[config.mk]
export PLATFORM = sky130hd
export DESIGN_NAME = line_pixel_generator
export DESIGN_NICKNAME = d
export VERILOG_FILES = /design/src/design/lpg_pkg.sv /design/src/design/lpg_setup.sv /design/src/design/lpg_step.sv /design/src/design/lpg_out_buf.sv /design/src/design/line_pixel_generator.sv
export VERILOG_INCLUDE_DIRS = /design/src /design/src/design
export SDC_FILE = /design/constraint.sdc
export NUM_CORES = 1
export LEC_CHECK = 0
export BUFFER_PORTS_ARGS = -buffer_cell sky130_fd_sc_hd__buf_2
export CAP_MARGIN = 40
export CELL_PAD_IN_SITES_DETAIL_PLACEMENT = 1
export CELL_PAD_IN_SITES_GLOBAL_PLACEMENT = 1
export CORE_ASPECT_RATIO = 0.7
export CORE_MARGIN = 2
export CORE_UTILIZATION = 45
export CTS_BUF_LIST = sky130_fd_sc_hd__clkbuf_2 sky130_fd_sc_hd__clkbuf_4 sky130_fd_sc_hd__clkbuf_8
export DETAILED_ROUTE_END_ITERATION = 7
export GPL_TIMING_DRIVEN = 0
export HOLD_SLACK_MARGIN = 0.15
export PLACE_DENSITY = 0.85
export SLEW_MARGIN = 20
export SYNTH_ARGS = -nofsm -noshare
export SYNTH_HDL_FRONTEND = slang
export SYNTH_SLANG_ARGS = --single-unit
[constraint.sdc]
create_clock -name clk -period 9.95 [get_ports clk]
set_input_delay 0.4975 -clock clk [delete_from_list [all_inputs] [get_ports clk]]
set_output_delay 0.4975 -clock clk [all_outputs]
set_load 0.005 [all_outputs]
[src/design/line_pixel_generator_macros.svh]
// ----------------------------------------------------------------------------
// line_pixel_generator_macros.svh
// Assertion macros shared by the line pixel generator RTL.
// ----------------------------------------------------------------------------
`ifndef LINE_PIXEL_GENERATOR_MACROS_SVH
`define LINE_PIXEL_GENERATOR_MACROS_SVH

`ifndef ASSERT_OFF

// Same-cycle implication, checked at every rising clock edge outside reset.
`define LPG_ASSERT_IMP(lbl, clk, rst, ante, cons) \
  lbl: assert property (@(posedge clk) disable iff (rst) (ante) |-> (cons)) \
    else $error("implication check failed");

// Next-cycle implication, checked at every rising clock edge outside reset.
`define LPG_ASSERT_NEXT(lbl, clk, rst, ante, cons) \
  lbl: assert property (@(posedge clk) disable iff (rst) (ante) |=> (cons)) \
    else $error("next-cycle check failed");

`else

`define LPG_ASSERT_IMP(lbl, clk, rst, ante, cons)
`define LPG_ASSERT_NEXT(lbl, clk, rst, ante, cons)

`endif

`endif

[src/design/lpg_pkg.sv]
// ----------------------------------------------------------------------------
// lpg_pkg
// Types and constants shared by the line pixel generator modules.
// ----------------------------------------------------------------------------
`timescale 1ns / 1ps
`default_nettype none

package lpg_pkg;

  localparam int COORD_BITS  = 12;
  localparam int ERR_BITS    = COORD_BITS + 1;
  localparam int COLOR_BITS  = 8;
  localparam int S_DATA_BITS = ((4 * COORD_BITS + 4 * COLOR_BITS + 7) / 8) * 8;
  localparam int M_DATA_BITS = ((2 * COORD_BITS + 4 * COLOR_BITS + 7) / 8) * 8;

  typedef logic signed [COORD_BITS-1:0] coord_t;
  typedef logic        [COORD_BITS-1:0] delta_t;
  typedef logic signed [ERR_BITS-1:0]   err_t;

  typedef enum logic {
    REQ_START   = 1'b0,
    REQ_ADVANCE = 1'b1
  } req_t;

  typedef struct packed {
    logic [COLOR_BITS-1:0] red;
    logic [COLOR_BITS-1:0] green;
    logic [COLOR_BITS-1:0] blue;
    logic [COLOR_BITS-1:0] alpha;
  } color_t;

  typedef struct packed {
    logic   active;
    logic   steep;
    coord_t major_pos;
    coord_t major_end;
    coord_t minor_pos;
    delta_t delta_major;
    delta_t delta_minor;
    err_t   error_term;
    logic   minor_step_negative;
    color_t color;
  } line_t;

  typedef struct packed {
    coord_t x;
    coord_t y;
    color_t color;
    logic   last;
  } pixel_t;

  typedef struct packed {
    logic main_valid;
    logic skid_valid;
  } obuf_status_t;

endpackage

`default_nettype wire

[src/design/lpg_setup.sv]
// ----------------------------------------------------------------------------
// lpg_setup
// Turns two endpoints and a colour into the initial Bresenham line state.
// ----------------------------------------------------------------------------
`timescale 1ns / 1ps
`default_nettype none

module lpg_setup (
  input  lpg_pkg::coord_t start_x,
  input  lpg_pkg::coord_t start_y,
  input  lpg_pkg::coord_t end_x,
  input  lpg_pkg::coord_t end_y,
  input  lpg_pkg::color_t color,
  output lpg_pkg::line_t  line_init
);
  import lpg_pkg::*;

  err_t   dx;
  err_t   dy;
  delta_t adx;
  delta_t ady;
  logic   steep;
  coord_t a0;
  coord_t a1;
  coord_t b0;
  coord_t b1;
  logic   swap;
  coord_t minor_end;
  delta_t delta_major;

  always_comb begin
    dx  = err_t'(end_x) - err_t'(start_x);
    dy  = err_t'(end_y) - err_t'(start_y);
    adx = dx[ERR_BITS-1] ? delta_t'(-dx) : delta_t'(dx);
    ady = dy[ERR_BITS-1] ? delta_t'(-dy) : delta_t'(dy);

    // A steep line walks along y, so the axes trade places.
    steep = ady > adx;
    a0    = steep ? start_y : start_x;
    a1    = steep ? end_y   : end_x;
    b0    = steep ? start_x : start_y;
    b1    = steep ? end_x   : end_y;

    // Always walk the major axis upwards.
    swap        = a0 > a1;
    minor_end   = swap ? b0 : b1;
    delta_major = steep ? ady : adx;

    line_init.active              = 1'b1;
    line_init.steep               = steep;
    line_init.major_pos           = swap ? a1 : a0;
    line_init.major_end           = swap ? a0 : a1;
    line_init.minor_pos           = swap ? b1 : b0;
    line_init.delta_major         = delta_major;
    line_init.delta_minor         = steep ? adx : ady;
    line_init.error_term          = err_t'({1'b0, delta_major} >> 1);
    line_init.minor_step_negative = !(line_init.minor_pos < minor_end);
    line_init.color               = color;
  end

endmodule

`default_nettype wire

[src/design/lpg_step.sv]
// ----------------------------------------------------------------------------
// lpg_step
// One Bresenham step: emits the current pixel and the state after it.
// ----------------------------------------------------------------------------
`timescale 1ns / 1ps
`default_nettype none

module lpg_step (
  input  lpg_pkg::line_t  line,
  output lpg_pkg::pixel_t pixel,
  output lpg_pkg::line_t  line_adv
);
  import lpg_pkg::*;

  logic last;
  err_t err_sub;

  always_comb begin
    last    = line.major_pos >= line.major_end;
    err_sub = line.error_term - err_t'({1'b0, line.delta_minor});

    pixel.x     = line.steep ? line.minor_pos : line.major_pos;
    pixel.y     = line.steep ? line.major_pos : line.minor_pos;
    pixel.color = line.color;
    pixel.last  = last;

    line_adv = line;
    if (last) begin
      line_adv.active = 1'b0;
    end else begin
      line_adv.major_pos  = line.major_pos + COORD_BITS'(1);
      line_adv.error_term = err_sub;
      // Error went negative: take a minor step and pay back the major delta.
      if (err_sub[ERR_BITS-1]) begin
        line_adv.minor_pos  = line.minor_step_negative ? line.minor_pos - COORD_BITS'(1)
                                                       : line.minor_pos + COORD_BITS'(1);
        line_adv.error_term = err_sub + err_t'({1'b0, line.delta_major});
      end
    end
  end

endmodule

`default_nettype wire

[src/design/lpg_out_buf.sv]
// ----------------------------------------------------------------------------
// lpg_out_buf
// Two-entry output buffer (result register plus skid register).
// ----------------------------------------------------------------------------
`timescale 1ns / 1ps
`default_nettype none

module lpg_out_buf (
  input  logic                  clk,
  input  logic                  rst,
  input  logic                  push,
  input  lpg_pkg::pixel_t       push_pixel,
  output logic                  ready,
  output logic                  out_valid,
  input  logic                  out_ready,
  output lpg_pkg::pixel_t       out_pixel,
  output lpg_pkg::obuf_status_t status
);
  import lpg_pkg::*;

  pixel_t main_pixel;
  pixel_t skid_pixel;
  logic   main_valid;
  logic   skid_valid;
  logic   pop;

  assign pop       = main_valid && out_ready;
  assign ready     = !skid_valid;
  assign out_valid = main_valid;
  assign out_pixel = main_pixel;
  assign status    = '{main_valid: main_valid, skid_valid: skid_valid};

  always_ff @(posedge clk) begin
    if (rst) begin
      main_valid <= 1'b0;
      skid_valid <= 1'b0;
    end else if (skid_valid) begin
      // No push can arrive while the skid register is full.
      if (pop) begin
        main_pixel <= skid_pixel;
        skid_valid <= 1'b0;
      end
    end else if (push) begin
      if (!main_valid || pop) begin
        main_pixel <= push_pixel;
        main_valid <= 1'b1;
      end else begin
        skid_pixel <= push_pixel;
        skid_valid <= 1'b1;
      end
    end else if (pop) begin
      main_valid <= 1'b0;
    end
  end

endmodule

`default_nettype wire

[src/design/line_pixel_generator.sv]
// ----------------------------------------------------------------------------
// line_pixel_generator
// Bresenham line rasteriser: one pixel beat per advance while a line is active.
// ----------------------------------------------------------------------------
// A start beat (tuser = 0) loads two signed endpoints and an RGBA colour and
// produces no output; it replaces any line in progress. Every advance beat
// (tuser = 1) while a line is active produces one pixel beat, walking from one
// endpoint to the other along the major axis, with tlast set on the final
// pixel; after that the line is finished and further advances produce
// nothing. The block takes one input beat per clock while s_tready is high.
// Each beat is handled by the combinational setup or step logic against the
// line state register, and a pixel is registered before it appears on the
// output. The output side has a result register and a skid register, so an
// input beat is still taken while one pixel waits on a stalled output; s_tready
// only falls when both hold a pixel, and rises again once the output drains.
// ----------------------------------------------------------------------------
`timescale 1ns / 1ps
`default_nettype none

`include "line_pixel_generator_macros.svh"

module line_pixel_generator (
  input  logic                            clk,
  input  logic                            rst,
  // s_tdata, lowest bit first: start_x, start_y, end_x, end_y,
  // color_red, color_green, color_blue, color_alpha.
  input  logic [lpg_pkg::S_DATA_BITS-1:0] s_tdata,
  // s_tuser: req_type (0 = start a line, 1 = advance one pixel).
  input  logic                            s_tuser,
  input  logic                            s_tvalid,
  output logic                            s_tready,
  // m_tdata, lowest bit first: pixel_x, pixel_y, out_red, out_green,
  // out_blue, out_alpha; these already fill whole bytes.
  output logic [lpg_pkg::M_DATA_BITS-1:0] m_tdata,
  // m_tlast: last_pixel.
  output logic                            m_tlast,
  output logic                            m_tvalid,
  input  logic                            m_tready
);
  import lpg_pkg::*;

  localparam int CB = COORD_BITS;
  localparam int KB = COLOR_BITS;

  logic         accept;
  req_t         req;
  coord_t       start_x;
  coord_t       start_y;
  coord_t       end_x;
  coord_t       end_y;
  color_t       color;
  line_t        line;
  line_t        line_next;
  line_t        line_init;
  line_t        line_adv;
  pixel_t       pixel;
  pixel_t       out_pixel;
  logic         push;
  obuf_status_t obuf_status;

  assign accept = s_tvalid && s_tready;
  assign req    = req_t'(s_tuser);

  // Unpack the input beat.
  assign start_x     = s_tdata[CB-1:0];
  assign start_y     = s_tdata[2*CB-1:CB];
  assign end_x       = s_tdata[3*CB-1:2*CB];
  assign end_y       = s_tdata[4*CB-1:3*CB];
  assign color.red   = s_tdata[4*CB+KB-1:4*CB];
  assign color.green = s_tdata[4*CB+2*KB-1:4*CB+KB];
  assign color.blue  = s_tdata[4*CB+3*KB-1:4*CB+2*KB];
  assign color.alpha = s_tdata[4*CB+4*KB-1:4*CB+3*KB];

  lpg_setup u_setup (
    .start_x   (start_x),
    .start_y   (start_y),
    .end_x     (end_x),
    .end_y     (end_y),
    .color     (color),
    .line_init (line_init)
  );

  lpg_step u_step (
    .line     (line),
    .pixel    (pixel),
    .line_adv (line_adv)
  );

  // An advance only yields a pixel while a line is active.
  assign push = accept && (req == REQ_ADVANCE) && line.active;

  always_comb begin
    line_next = line;
    if (accept) begin
      unique case (req)
        REQ_START:   line_next = line_init;
        REQ_ADVANCE: if (line.active) line_next = line_adv;
      endcase
    end
  end

  always_ff @(posedge clk) begin
    if (rst) begin
      line <= '0;
    end else begin
      line <= line_next;
    end
  end

  lpg_out_buf u_out_buf (
    .clk        (clk),
    .rst        (rst),
    .push       (push),
    .push_pixel (pixel),
    .ready      (s_tready),
    .out_valid  (m_tvalid),
    .out_ready  (m_tready),
    .out_pixel  (out_pixel),
    .status     (obuf_status)
  );

  assign m_tdata = M_DATA_BITS'({out_pixel.color.alpha, out_pixel.color.blue,
                                 out_pixel.color.green, out_pixel.color.red,
                                 out_pixel.y, out_pixel.x});
  assign m_tlast = out_pixel.last;

  // The skid register only fills behind a full result register.
  `LPG_ASSERT_IMP(a_skid_behind_main, clk, rst, obuf_status.skid_valid, obuf_status.main_valid)
  // An active line never walks past its end point.
  `LPG_ASSERT_IMP(a_major_in_range, clk, rst, line.active, line.major_pos <= line.major_end)
  // The error term stays non-negative between steps.
  `LPG_ASSERT_IMP(a_error_nonneg, clk, rst, line.active, !line.error_term[ERR_BITS-1])
  // The minor delta never exceeds the major delta once axes are chosen.
  `LPG_ASSERT_IMP(a_delta_order, clk, rst, line.active, line.delta_minor <= line.delta_major)
  // Emitting the final pixel ends the line.
  `LPG_ASSERT_NEXT(a_last_ends_line, clk, rst, push && pixel.last, !line.active)

endmodule

`default_nettype wire
Word level (Yosys, flattened, before mapping). Cells that the tools add are included.

Flip-flop bits (word level): 224. Output and inout bits: 59. Input port bits: 85.

Reductions and logical operators: 17. Magnitude comparators: 4. Eq/ne operators: 5. Muxes and demuxes: 34. $add $sub $neg: 9. Bitwise gates (word level): 4.

Operator list (count): 57-bit 2-to-1 mux (4); 12-bit 2-to-1 mux (18); 108-bit one-hot mux with 2 select lines (1); 108-bit 2-to-1 mux (1); 13-bit 2-to-1 mux (2); 12-bit by 12-bit subtractor with 13-bit output (2); 12-bit by 2-bit adder with 12-bit output, second input constant (2); 12-bit > comparator (2); 12-bit negator (2); 13-bit adder (1); 13-bit subtractor (1); 12-bit greater-or-equal comparator (1); 12-bit < comparator (1); 4-bit AND reduction (3); 12-bit by 2-bit subtractor with 12-bit output, second input constant (1); 1-bit 2-to-1 mux (8); 2-bit by 1-bit inequality test with 1-bit output, second input constant (3); 3-bit AND reduction (2); 2-bit nonzero test (3); 1-bit logical AND (4); 2-bit inequality test, second input constant (2); 1-bit inverter (4); 1-bit zero test (3); 2-bit AND reduction (1); 1-bit logical OR (1).

Depth between registers and ports, before layout. Gate-level depths: netlist of run 1.

Word-level depth: 10. Depth in mapped cells: 42. Gate-level depth less buffers: 39.

Modules after synthesis. A second synthesis of run 1 with hierarchy kept.

Cells, all modules: 1816. Area total of the unflattened synthesis: 16998.8 µm².

Modules (own cells, without submodules): line_pixel_generator (times used 1, cells each 499, sequential area each 2162.1 µm², area each 4705.8 µm²); lpg_setup (times used 1, cells each 627, sequential area each 0.0 µm², area each 4329.2 µm²); lpg_out_buf (times used 1, cells each 193, sequential area each 3463.3 µm², area each 4279.1 µm²); lpg_step (times used 1, cells each 497, sequential area each 0.0 µm², area each 3684.8 µm²).

Worst setup path before layout of run 1. No wires, ideal clock.

Kind: input to register. Start: in s_tdata[14] (netlist bit). End: reg line[32] (netlist name). Slack: 1964 ps. Library setup time: 86 ps. Stages: 36. Data required time: 9864 ps. Arrival: 7901 ps. Cell sequence: inv_1 -> ha_1 -> nor2b_1 -> o21a_4 -> o21ai_2 -> a211oi_1 -> or2_2 -> or3_1 -> a31oi_1 -> xnor3_2 -> ha_1 -> nand4_1 -> a211o_1 -> a21oi_1 -> buf_2 -> mux2i_1 -> ha_1 -> and4_1 -> and4_1 -> nor3_2 -> o32ai_2 -> nor2_2 -> buf_4 -> buf_2 -> mux2_2 -> ha_1 -> a21o_1 -> a21oi_1 -> nor2b_1 -> o21ai_0 -> nand2b_1 -> a21oi_1 -> o21ai_0 -> nand3_1 -> o21ai_0 -> a211oi_1.

Longest elaborated chain between the ends: 10. Elaborated cells between the ends (all ways): 14. Classes of those cells: add/sub: 2; order compare: 3; mux: 8; reduce/logical: 1.

RTL lines: start: declaration (RTL line line_pixel_generator.sv:27) `input logic [lpg_pkg::S_DATA_BITS-1:0] s_tdata,`; 12-bit by 12-bit subtractor with 13-bit output (RTL line lpg_setup.sv:33) `dy = err_t'(end_y) - err_t'(start_y);`; 12-bit negator (RTL line lpg_setup.sv:35) `ady = dy[ERR_BITS-1] ? delta_t'(-dy) : delta_t'(dy);`; 12-bit 2-to-1 mux (RTL line lpg_setup.sv:35); 12-bit > comparator (RTL line lpg_setup.sv:38) `steep = ady > adx;`; 12-bit 2-to-1 mux (on tied branches) (RTL line lpg_setup.sv:39, lpg_setup.sv:40); 12-bit > comparator (RTL line lpg_setup.sv:45) `swap = a0 > a1;`; 12-bit 2-to-1 mux (on tied branches) (RTL line lpg_setup.sv:53, lpg_setup.sv:46); 12-bit < comparator * (RTL line lpg_setup.sv:57) `line_init.minor_step_negative = !(line_init.minor_pos < minor_end);`; 1-bit zero test * (RTL line lpg_setup.sv:57); 108-bit one-hot mux with 2 select lines * (RTL line line_pixel_generator.sv:95) `unique case (req)`.

Mark *: on every way between the ends. The rest lies on a longest branch, timed or not. A chain may end at the register's enable or synchronous reset.

Worst setup path in the final report of run 1.
Start: in s_tdata[24] (netlist bit). End: reg line[32] (netlist name).

Longest elaborated chain between the ends: 10. Elaborated cells between the ends (all ways): 14. Classes of those cells: add/sub: 2; order compare: 3; mux: 8; reduce/logical: 1.

RTL lines: 12-bit by 12-bit subtractor with 13-bit output (RTL line lpg_setup.sv:32) `dx = err_t'(end_x) - err_t'(start_x);`; 12-bit negator (RTL line lpg_setup.sv:34) `adx = dx[ERR_BITS-1] ? delta_t'(-dx) : delta_t'(dx);`; 12-bit 2-to-1 mux (RTL line lpg_setup.sv:34); 12-bit > comparator (RTL line lpg_setup.sv:38); 12-bit 2-to-1 mux (on tied branches) (RTL line lpg_setup.sv:39, lpg_setup.sv:40); 12-bit > comparator (RTL line lpg_setup.sv:45); 12-bit 2-to-1 mux (on tied branches) (RTL line lpg_setup.sv:53, lpg_setup.sv:46); 12-bit < comparator * (RTL line lpg_setup.sv:57); 1-bit zero test * (RTL line lpg_setup.sv:57); 108-bit one-hot mux with 2 select lines * (RTL line line_pixel_generator.sv:95).

Marks and branches as above.

==> results of run 1 <==
## cell usage after synthesis, types with 4 or more instances
cell and instances:
o2bb2ai_1 5, edfxtp_1 114, o21ai_0 57, nor3_1 34, mux4_2 6, nor3b_1 4, o211ai_1 25, nor2_1 92
o21a_1 8, fa_1 5, o21ai_1 5, o221ai_1 10, a221oi_1 7, ha_1 105, a21boi_0 5, buf_2 10
a21oi_1 149, or4_1 4, buf_1 10, or3_1 10, nand2_1 194, nor4_1 7, mux2i_1 38, o2111ai_1 5
mux2_2 89, inv_1 93, and3_1 10, a31oi_1 15, nand4_1 11, xnor2_1 28, a21o_1 24, xor2_1 27
nor2b_1 12, a211o_1 4, o32a_1 4, and2_1 6, clkbuf_1 51, nand3_1 24, dfxtp_1 110, nand2b_1 15
a211oi_1 25, a311oi_1 4
## cell type report
cell class | count | area [um^2]
Antenna cell | 1 | 2.50
Buffer | 75 | 319
Clock buffer | 53 | 648
Clock inverter | 11 | 81.3
Fill cell | 3698 | 14700
Inverter | 93 | 349
Multi-Input combinational cell | 1138 | 8170
Sequential cell | 224 | 5630
Tap cell | 420 | 526
Timing Repair Buffer | 158 | 838
## path summary, 6_finish.rpt
path,depth (start not counted),slack [ns],end
worst min-delay path,3,0.21,line[14]$_SDFFE_PP0P_
worst max register to register,18,5.56,line[44]$_SDFFE_PP0P_
worst max-delay path,42,0.56,line[32]$_SDFFE_PP0P_
worst min register to register,0,0.45,u_out_buf.skid_pixel[26]$_DFFE_PP_
## what timing repair did
item	4_1_cts	5_1_grt
resized for setup	0	23
setup endpoints to repair	0	1
buffers inserted	0	0
## kinds of logic (layout without fill, tap and decap cells)
| kind of cell | count (synthesis) | count (layout) | share of synthesized area [%] |
|---|---|---|---|
| AO/OA/AOI/OAI | 393 | 393 | 17.9 |
| XOR/XNOR | 57 | 57 | 3.64 |
| adder cells (fa/ha/maj) | 112 | 112 | 9.99 |
| buffers and inverters | 168 | 390 | 4.61 |
| flip-flops | 224 | 224 | 39.2 |
| multiplexers | 133 | 133 | 10.6 |
| other | 0 | 1 | 0 |
| AND/OR/NAND/NOR | 443 | 443 | 14.1 |
## flip-flops by register name, summed over array words and instances (netlist names)
| name | flops |
|---|---|
| line | 108 |
| u_out_buf.out_pixel | 57 |
| u_out_buf.skid_pixel | 57 |
| u_out_buf.out_valid | 1 |
| u_out_buf.skid_valid | 1 |
## report_power, final
part / internal [W] / switching (W) / total, W
sequential: 0.00106 / 0.0000813 / 0.00114
clock: 0.000444 / 0.000387 / 0.000832
combinational: 0.00105 / 0.00172 / 0.00277
## per-layer routing
layer	up-vias	track usage (%)	wire length, um
li1	5992	-	-
met1	6655	42.1	22700
met2	556	49.9	23900
met3	102	5.19	3590
met4	0	8.41	1230
met5	-	0	0
## worst max-delay path: cells and delay by family
family / cells / cell delay [ns]
xor+xnor: 1 / 0.21
fa+ha+maj: 5 / 1.68
simple gates: 10 / 1.83
mux: 1 / 0.35
compound gates: 17 / 3.84
buf+inv: 8 / 1.38
## per-stage QoR
step | hold WS (ns) | setup TNS (ns)
4_1_cts | 0.191 | 0
2_1_floorplan | 0.426 | 0
3_3_place_gp | 0.433 | -92.58
3_5_place_dp | 0.439 | -0.468
6_report | 0.206 | 0
5_1_grt | 0.205 | 0
==> impl_metrics.tcl, run 1 <==
set metrics [dict create \
    r2r_start "line[33]$_SDFFE_PP0P_" \
    min_path_type "primary input to register" \
    grt_max_degree 16 \
    vias_per_cell 6.12 \
    die_h_um 153 \
    design_area_mm2 0.0166 \
    endpoint_kind "register" \
    yosysTopAreaCell "edfxtp_1" \
    synth-seq-area-share_pct 39.2 \
    cts.htree.levels 2 \
    drcViolationCount 0 \
    numCtsBuffers 35 \
    setup_slack_ns 0.561 \
    grt_pass1_vias 13900 \
    power_density_mw_per_mm2 287 \
    fp.dieW_um 217 \
    hold_violations 0 \
    final_cell_mix "194 x nand2_1, 156 x buf_2, 148 x a21oi_1" \
    grt_usage_pct 30.7 \
    worstMarginPinSlew_ns 0.874 \
    min-delay-start "s_tdata[70]" \
    synthDistinctLibCells 84 \
    cp.required_ns 10.41 \
    ios 144 \
    finalSetupViolations 0 \
    totalPowerFinal_w 0.00475 \
    gp_congestion 0.940 \
    min_period_over_period_pct 94.4 \
    cp-start-kind "primary input" \
    critPathKind "primary input to register" \
    slew_headroom_pct 41.7 \
    overflow 0 \
    cts.hold.buffers_added 0 \
    grt_pass1_wl_um 80200 \
    slowest_stage "a221oi_4" \
    p_leak_nw 6.80 \
    clock-sinks 224 \
    max_stage_delay_ns 0.51 \
    vdd_drop_max_v 0.000311 \
    arrival_ns 9.85 \
    insertion_delay_ns 0.54 \
    synthArstFlopShare_pct 0 \
    tritoncts "built" \
    dp.cells 2108 \
    fin_util_pct 52.9 \
    dieArea_mm2 0.0334 \
    port_buffers 142 \
    dp_hpwl_um 39200 \
    root_buffer "clkbuf_8" \
    drv_slew 0 \
    finalCriticalPeriod_ns 9.39 \
    drive_above_1_share_pct 20.8 \
    start_util_pct 45.9 \
    synth_nets 1725 \
    rows 54 \
    antenna_found_initial 1 \
    yosys_warnings 0 \
    place_area_mm2 0.0157 \
    cap_violations 0 \
    synth.area.top_cells "edfxtp_1 24%, dfxtp_1 15%, ha_1 9.2%, mux2_2 7.0%, a21oi_1 5.2%" \
    fmax_ghz 0.107 \
    fin_skew_ns 0.0232 \
    synthCells 1530 \
    wl_per_cell_um 23.6 \
    routed_wirelength_um 51400 \
    vias 13300 \
    place_ws_ns -0.468 \
    synth_top_area_share_pct 23.8 \
    avgSynthCellArea_um2 9.38 \
    firstDrtPassIters 6 \
    final_cells 2173 \
    outcome "completed" \
    syn_area_mm2 0.0144 \
    ant_nets 0 \
    rsz0062_at_grt "no" \
    drt_iter0_markers 1338 \
    worstPathMaxFanout 10 \
    critPathLaunch "s_tdata[24]" \
    path_clk_slew_ns 0.07 \
    coreArea_mm2 0.0313 \
    syn_to_final_growth_pct 15.4 \
    cts_max_path_buffers 3 \
    synth_edf_count 114 \
    synthFlopType "edfxtp_1" \
    fin_nets 1920 \
    ys_ff_latch 224 \
    final_common_cell "nand2_1" \
]
Power figures use the tool's default switching activity.
==> run 2, diff against run 1 <==
--- a/config.mk
+++ b/config.mk
@@ -18,6 +18,7 @@
 export GPL_TIMING_DRIVEN = 0
 export HOLD_SLACK_MARGIN = 0.15
 export PLACE_DENSITY = 0.85
+export REMOVE_ABC_BUFFERS = 1
 export SLEW_MARGIN = 20
 export SYNTH_ARGS = -nofsm -noshare
 export SYNTH_HDL_FRONTEND = slang
==> constraint.sdc (replaced) <==
create_clock -name clk -period 10.2 [get_ports clk]
set_input_delay 0.51 -clock clk [delete_from_list [all_inputs] [get_ports clk]]
set_output_delay 0.51 -clock clk [all_outputs]
set_load 0.005 [all_outputs]
==> run 2 against run 1 <==
Against the previous run:
- worst hold slack got worse by 0.0047 ns
- first-iteration DRC count fell by 36%
- combinational power shrank 4%
- via count down 5.7%
- final cell count fell by 2.4%
- setup slack got worse by 0.18 ns
- global-route usage down 3.8 points
- clock skew down 0.010 ns
- register-to-register slack gained 0.65 ns
- critical path depth fell by 8
==> impl_metrics.tcl, run 2 (synthesized netlist as in run 1, its figures left out) <==
set metrics [dict create \
    p_comb_share_pct 57.4 \
    wl_per_cell_um 21.4 \
    insertion_delay_ns 0.54 \
    cap_violations 0 \
    met2_usage_pct 43.3 \
    path_clk_slew_ns 0.07 \
    largest_register_ffs 108 \
    final_common_cell "nand2_1" \
    final_cell_mix "194 x nand2_1, 150 x buf_2, 148 x a21oi_1" \
    hold_violations 0 \
    vdd_drop_max_v 0.000187 \
    setup_slack_ns 0.383 \
    fmax_ghz 0.102 \
    power_density_mw_per_mm2 277 \
    grt_pass1_wl_um 71400 \
    overflow 0 \
    dieArea_mm2 0.0334 \
    fin_nets 1865 \
    nFillCells 3563 \
    p_seq_share_pct 24.0 \
    drive_above_1_share_pct 21.8 \
    path_common_cell "ha_1" \
    root_buffer "clkbuf_8" \
    place_ws_ns -0.365 \
    min_period_over_period_pct 96.2 \
    cp-start-kind "primary input" \
    antenna_found_initial 3 \
    regMostFlops "line" \
    outcome "completed" \
    vias_per_cell 5.92 \
    drv_slew 0 \
    grt.met3_usage_pct 4.18 \
    grt.busiest_layer "met2" \
    hold_end "line[7]$_SDFFE_PP0P_" \
    dp_hpwl_um 33900 \
    clock-sinks 224 \
    drt_iter0_markers 859 \
    ant_nets 0 \
    syn_to_final_growth_pct 15.8 \
    intPower_w 0.00259 \
    routed_wirelength_um 45400 \
    min-delay-start "s_tdata[79]" \
    regArea_mm2 0.00563 \
    r2r_start "line[33]$_SDFFE_PP0P_" \
    totalPowerFinal_w 0.00461 \
    arrival_ns 10.28 \
    worstPathMaxFanout 22 \
    p_leak_nw 6.84 \
    finalSetupViolations 0 \
    numCtsBuffers 37 \
    grt_pass1_vias 12900 \
    slew_headroom_pct 47.4 \
    multiInputGateArea_mm2 0.00816 \
    coreArea_mm2 0.0313 \
    worstMarginPinSlew_ns 0.788 \
    switching_power_w 0.00202 \
    port_buffers 143 \
    endpoint_kind "register" \
    rsz0062_at_grt "no" \
    max_stage_delay_ns 0.68 \
    critPathKind "primary input to register" \
    fp.dieW_um 217 \
    grt_max_degree 56 \
    slowest_stage "nor3_2" \
    die_h_um 153 \
    grt_usage_pct 26.9 \
    r2r_setup_slack_ns 6.21 \
    drcViolationCount 0 \
    reg2reg_to "line[44]$_SDFFE_PP0P_" \
    rows 54 \
    finalCriticalPeriod_ns 9.82 \
    gp_congestion 0.944 \
    cts.hold.buffers_added 0 \
    tritoncts "built" \
    final_cells 2120 \
    hold_depth 3 \
    power.clock.fraction_pct 18.6 \
    worst_r2r_path_depth 18 \
    min_path_type "primary input to register" \
    start_util_pct 45.9 \
    firstDrtPassIters 5 \
    cts_max_path_buffers 3 \
    cp.required_ns 10.66 \
    sw_frac_of_total_pct 43.8 \
    gr-usage-met1_pct 37.4 \
    dp.cells 2046 \
    fin_skew_ns 0.0130 \
    vias 12600 \
    ios 144 \
    cts.htree.levels 2 \
]
[run 2: changes by cell type in the layout (fill, tap and decap cells not counted), moves of 5 or more]
cell and delta:
clkbuf_1 -50, buf_1 -9, o21ai_0 +5, clkbuf_8 +5, buf_16 +8, o21ai_1 -5, buf_2 -6
[run 2: cell type report]
class,instances,share of cell area (%)
diodes,3,0.0452
clock buffers,59,4.36
clock inverters,7,0.399
inverters,93,2.10
multi-input cells,1138,49.1
flip-flops and latches,224,33.8
well taps,420,3.16
repair buffers,176,7.04
[run 2: how the worst max path moves through the flow]
stage                      startpoint                    end  slack, ns  depth (start not counted)
after global placement    s_tdata[24]  line[32]$_SDFFE_PP0P_      -5.03                         35
final                     s_tdata[24]  line[32]$_SDFFE_PP0P_       0.38                         34
after CTS                 s_tdata[24]  line[32]$_SDFFE_PP0P_       0.16                         39
after global routing      s_tdata[24]  line[32]$_SDFFE_PP0P_       0.03                         34
after floorplan           s_tdata[24]  line[32]$_SDFFE_PP0P_      -1.03                         34
after detailed placement  s_tdata[24]  line[32]$_SDFFE_PP0P_      -0.37                         39
[run 2: what timing repair did]
action / 4_1_cts / 5_1_grt
buffers inserted: 0 / 3
gates resized for setup: 0 / 1
endpoints found under the hold margin: 0 / 0
endpoints found under the setup margin: 0 / 1
[run 2: power by group through the flow]
stage | Combinational [W] | Clock [W] | Sequential (W)
global placement | 0.00231 | 0 | 0.00112
CTS | 0.00254 | 0.000874 | 0.00111
detailed placement | 0.00250 | 0 | 0.00112
floorplan | 0.00175 | 0 | 0.00110
global route | 0.00287 | 0.000912 | 0.00112
finish | 0.00265 | 0.000856 | 0.00111
[run 2: per-layer routing]
metal  wire (um)  vias to the layer above
met2       20800                      397
met3        2790                       71
li1            -                     5873
met5           0                        -
met1       20800                     6210
met4         953                        0
[run 2: metrics by stage]
stage | hold WS (ns) | setup TNS, ns | area [um^2] | util [%]
global route | 0.181 | 0 | 16600 | 53.1
global placement | 0.437 | -259.27 | 15300 | 48.9
finish | 0.201 | 0 | 16600 | 53.1
detailed placement | 0.441 | -0.365 | 15800 | 50.4
floorplan | 0.426 | -1.03 | 14000 | -
CTS | 0.168 | 0 | 16500 | 52.9
[run 2: worst max-delay path, delay by kind of cell]
family                   cells  cell delay [ns]
AO/OA/AOI/OAI               11             3.29
AND/OR/NAND/NOR             11             3.22
adder cells (fa/ha/maj)      5             1.59
buffers and inverters        5             0.82
multiplexers                 1             0.42
XOR/XNOR                     1             0.39
==> run 3, diff against run 2 <==
--- a/config.mk
+++ b/config.mk
@@ -6,18 +6,18 @@
 export SDC_FILE = /design/constraint.sdc
 export NUM_CORES = 1
 export LEC_CHECK = 0
-export BUFFER_PORTS_ARGS = -buffer_cell sky130_fd_sc_hd__buf_2
 export CAP_MARGIN = 40
 export CELL_PAD_IN_SITES_DETAIL_PLACEMENT = 1
 export CELL_PAD_IN_SITES_GLOBAL_PLACEMENT = 1
 export CORE_ASPECT_RATIO = 0.7
-export CORE_MARGIN = 2
+export CORE_MARGIN = 5
 export CORE_UTILIZATION = 45
 export CTS_BUF_LIST = sky130_fd_sc_hd__clkbuf_2 sky130_fd_sc_hd__clkbuf_4 sky130_fd_sc_hd__clkbuf_8
 export DETAILED_ROUTE_END_ITERATION = 7
+export DONT_BUFFER_PORTS = 1
 export GPL_TIMING_DRIVEN = 0
 export HOLD_SLACK_MARGIN = 0.15
-export PLACE_DENSITY = 0.85
+export PLACE_DENSITY = 0.83
 export REMOVE_ABC_BUFFERS = 1
 export SLEW_MARGIN = 20
 export SYNTH_ARGS = -nofsm -noshare
==> constraint.sdc (replaced) <==
create_clock -name clk -period 8.1 [get_ports clk]
set_input_delay 0.405 -clock clk [delete_from_list [all_inputs] [get_ports clk]]
set_output_delay 0.405 -clock clk [all_outputs]
set_load 0.005 [all_outputs]
==> run 3 against run 2 <==
Against the previous run:
- the run now ends with negative setup slack left
- highest routed layer unchanged
- non-clock buffer count down 74
- count of clock-buffer cells in the layout decreased by 13
- sequential share of layout area fell by 1.0 points
- clock skew is 0.017 ns higher
- die area rose by 6.8%
- flip-flop and latch count stayed put
- critical path depth decreased by 1
- cell area is 3.2% higher
- wire length grew 12%
- register-to-register slack worse by 2.2 ns
- via count rose by 2.8%
==> impl_metrics.tcl, run 3 (synthesized netlist as in run 1, its figures left out) <==
set metrics [dict create \
    root_buffer "clkbuf_8" \
    grt_max_degree 70 \
    p_comb_share_pct 61.9 \
    gp_congestion 0.906 \
    intPower_w 0.00363 \
    cpLargestDelayFamily "compound AO/OA/AOI/OAI gates" \
    final_common_cell "nand2_1" \
    rows 54 \
    n_antenna_cell 0 \
    die_h_um 159 \
    r2r_setup_slack_ns 4.03 \
    endpoint_kind "register" \
    dp_hpwl_um 33800 \
    drv_slew 0 \
    whs_ns 0.203 \
    finalSetupViolations 1 \
    switching_power_w 0.00297 \
    tritoncts "built" \
    worstMarginPinSlew_ns 0.844 \
    grt_pass1_wl_um 74100 \
    arrival_ns 8.95 \
    fin_skew_ns 0.0298 \
    violations "negative setup slack" \
    path_buf_inv 3 \
    slowest_stage "mux2i_1" \
    path_clk_slew_ns 0.07 \
    syn_to_final_growth_pct 19.5 \
    overflow 0 \
    min_path_type "primary input to register" \
    cts_max_path_buffers 3 \
    cp-start-kind "primary input" \
    largest_register_ffs 108 \
    max_stage_delay_ns 0.47 \
    vdd_drop_max_v 0.000288 \
    vias_per_cell 6.30 \
    worstPathMaxFanout 6 \
    fmax_ghz 0.118 \
    power_density_mw_per_mm2 385 \
    cp.required_ns 8.58 \
    grt_pass1_vias 13100 \
    fin_util_pct 54.8 \
    insertion_delay_ns 0.57 \
    final_cell_mix "194 x nand2_1, 143 x a21oi_1, 114 x edfxtp_1" \
    start_util_pct 45.9 \
    coreArea_mm2 0.0313 \
    routed_wirelength_um 51000 \
    p_seq_share_pct 21.2 \
    drcViolationCount 0 \
    critPathKind "primary input to register" \
    sw_frac_of_total_pct 45.1 \
    slew_headroom_pct 43.6 \
    firstDrtPassIters 5 \
    antenna_found_initial 0 \
    cts.htree.levels 2 \
    grt_usage_pct 25.6 \
    drt_iter0_markers 1113 \
    vias 12900 \
    setup_slack_ns -0.366 \
    clock-sinks 224 \
    cap_violations 0 \
    drive_above_1_share_pct 20.1 \
    p_leak_nw 6.80 \
    fin_nets 1794 \
    numCtsBuffers 37 \
    port_buffers 0 \
    min_period_over_period_pct 105 \
    regMostFlops "line" \
    dieArea_mm2 0.0356 \
    ant_nets 0 \
    ios 144 \
    hold_violations 0 \
    power.clock.fraction_pct 16.9 \
    wl_per_cell_um 24.9 \
    fp.dieW_um 223 \
    outcome "finished with violations" \
    finalCriticalPeriod_ns 8.47 \
]
run 3: cell types whose count changed in the layout (fill, tap and decap cells not counted), moves of 9 or more:
cell,before,now
buf_4,8,36
buf_2,150,7
dlygate4sd3_1,0,37
clkinv_2,1,10
mux2i_1,38,25
o21ai_0,57,43
run 3: worst register-to-register path, delay by kind of cell (launching register included):
family                   cells  cell delay (ns)
buffers and inverters        3             0.19
adder cells (fa/ha/maj)      3             0.91
XOR/XNOR                     1             0.19
multiplexers                 1             0.08
flip-flops                   1             0.30
AO/OA/AOI/OAI               10             2.26
run 3: path summary, 6_finish.rpt:
kind	from	to	depth (start not counted)
max	s_tdata[36]	line[32]$_SDFFE_PP0P_	33
min	s_tuser	line[97]$_SDFFE_PP0P_	3
max reg2reg	line[33]$_SDFFE_PP0P_	line[44]$_SDFFE_PP0P_	18
min reg2reg	line[50]$_SDFFE_PP0P_	line[50]$_SDFFE_PP0P_	2
run 3: through the flow:
stage               TNS (ns)  cells  setup slack (ns)  instance area [um^2]  power, W
finish                -0.366   2048            -0.366                 17200   0.00660
floorplan             -69.76   1455             -3.03                 14000   0.00360
CTS                        0   2024         0.0000719                 16600   0.00603
global placement     -587.26   1875             -6.93                 14600   0.00431
detailed placement    -20.98   1902             -2.52                 15000   0.00456
global route          -0.387   2048            -0.387                 17200   0.00692
run 3: area by class of cell:
cell class	instances	area, um^2
Sequential cell	224	5630
Tap cell	420	526
Clock buffer	46	589
Clock inverter	22	225
Inverter	93	353
Multi-Input combinational cell	1141	8730
Fill cell	3444	14100
Timing Repair Buffer	102	1100
run 3: routing by layer:
layer,global-route usage [%],part of all wire (%),vias to the layer above
met3,5.27,8.0,185
met4,7.01,4.4,0
met5,0,0,-
met2,40.0,44,608
li1,-,-,5745
met1,36.3,43,6368
run 3: timing repair:
action	4_1_cts	5_1_grt
pin swaps	9	25
hold endpoints to repair	103	0
cloned	2	2
endpoints found under the setup margin	18	1
hold buffers	38	0
buffers inserted	14	20
gates resized for setup	41	73
run 3: power groups by stage:
stage                     Sequential, W  Combinational, W  Clock [W]
after global placement          0.00142           0.00289          0
after global routing            0.00141           0.00430    0.00120
after detailed placement        0.00142           0.00314          0
after floorplan                 0.00139           0.00221          0
after CTS                       0.00139           0.00350    0.00114
final                           0.00140           0.00409    0.00111
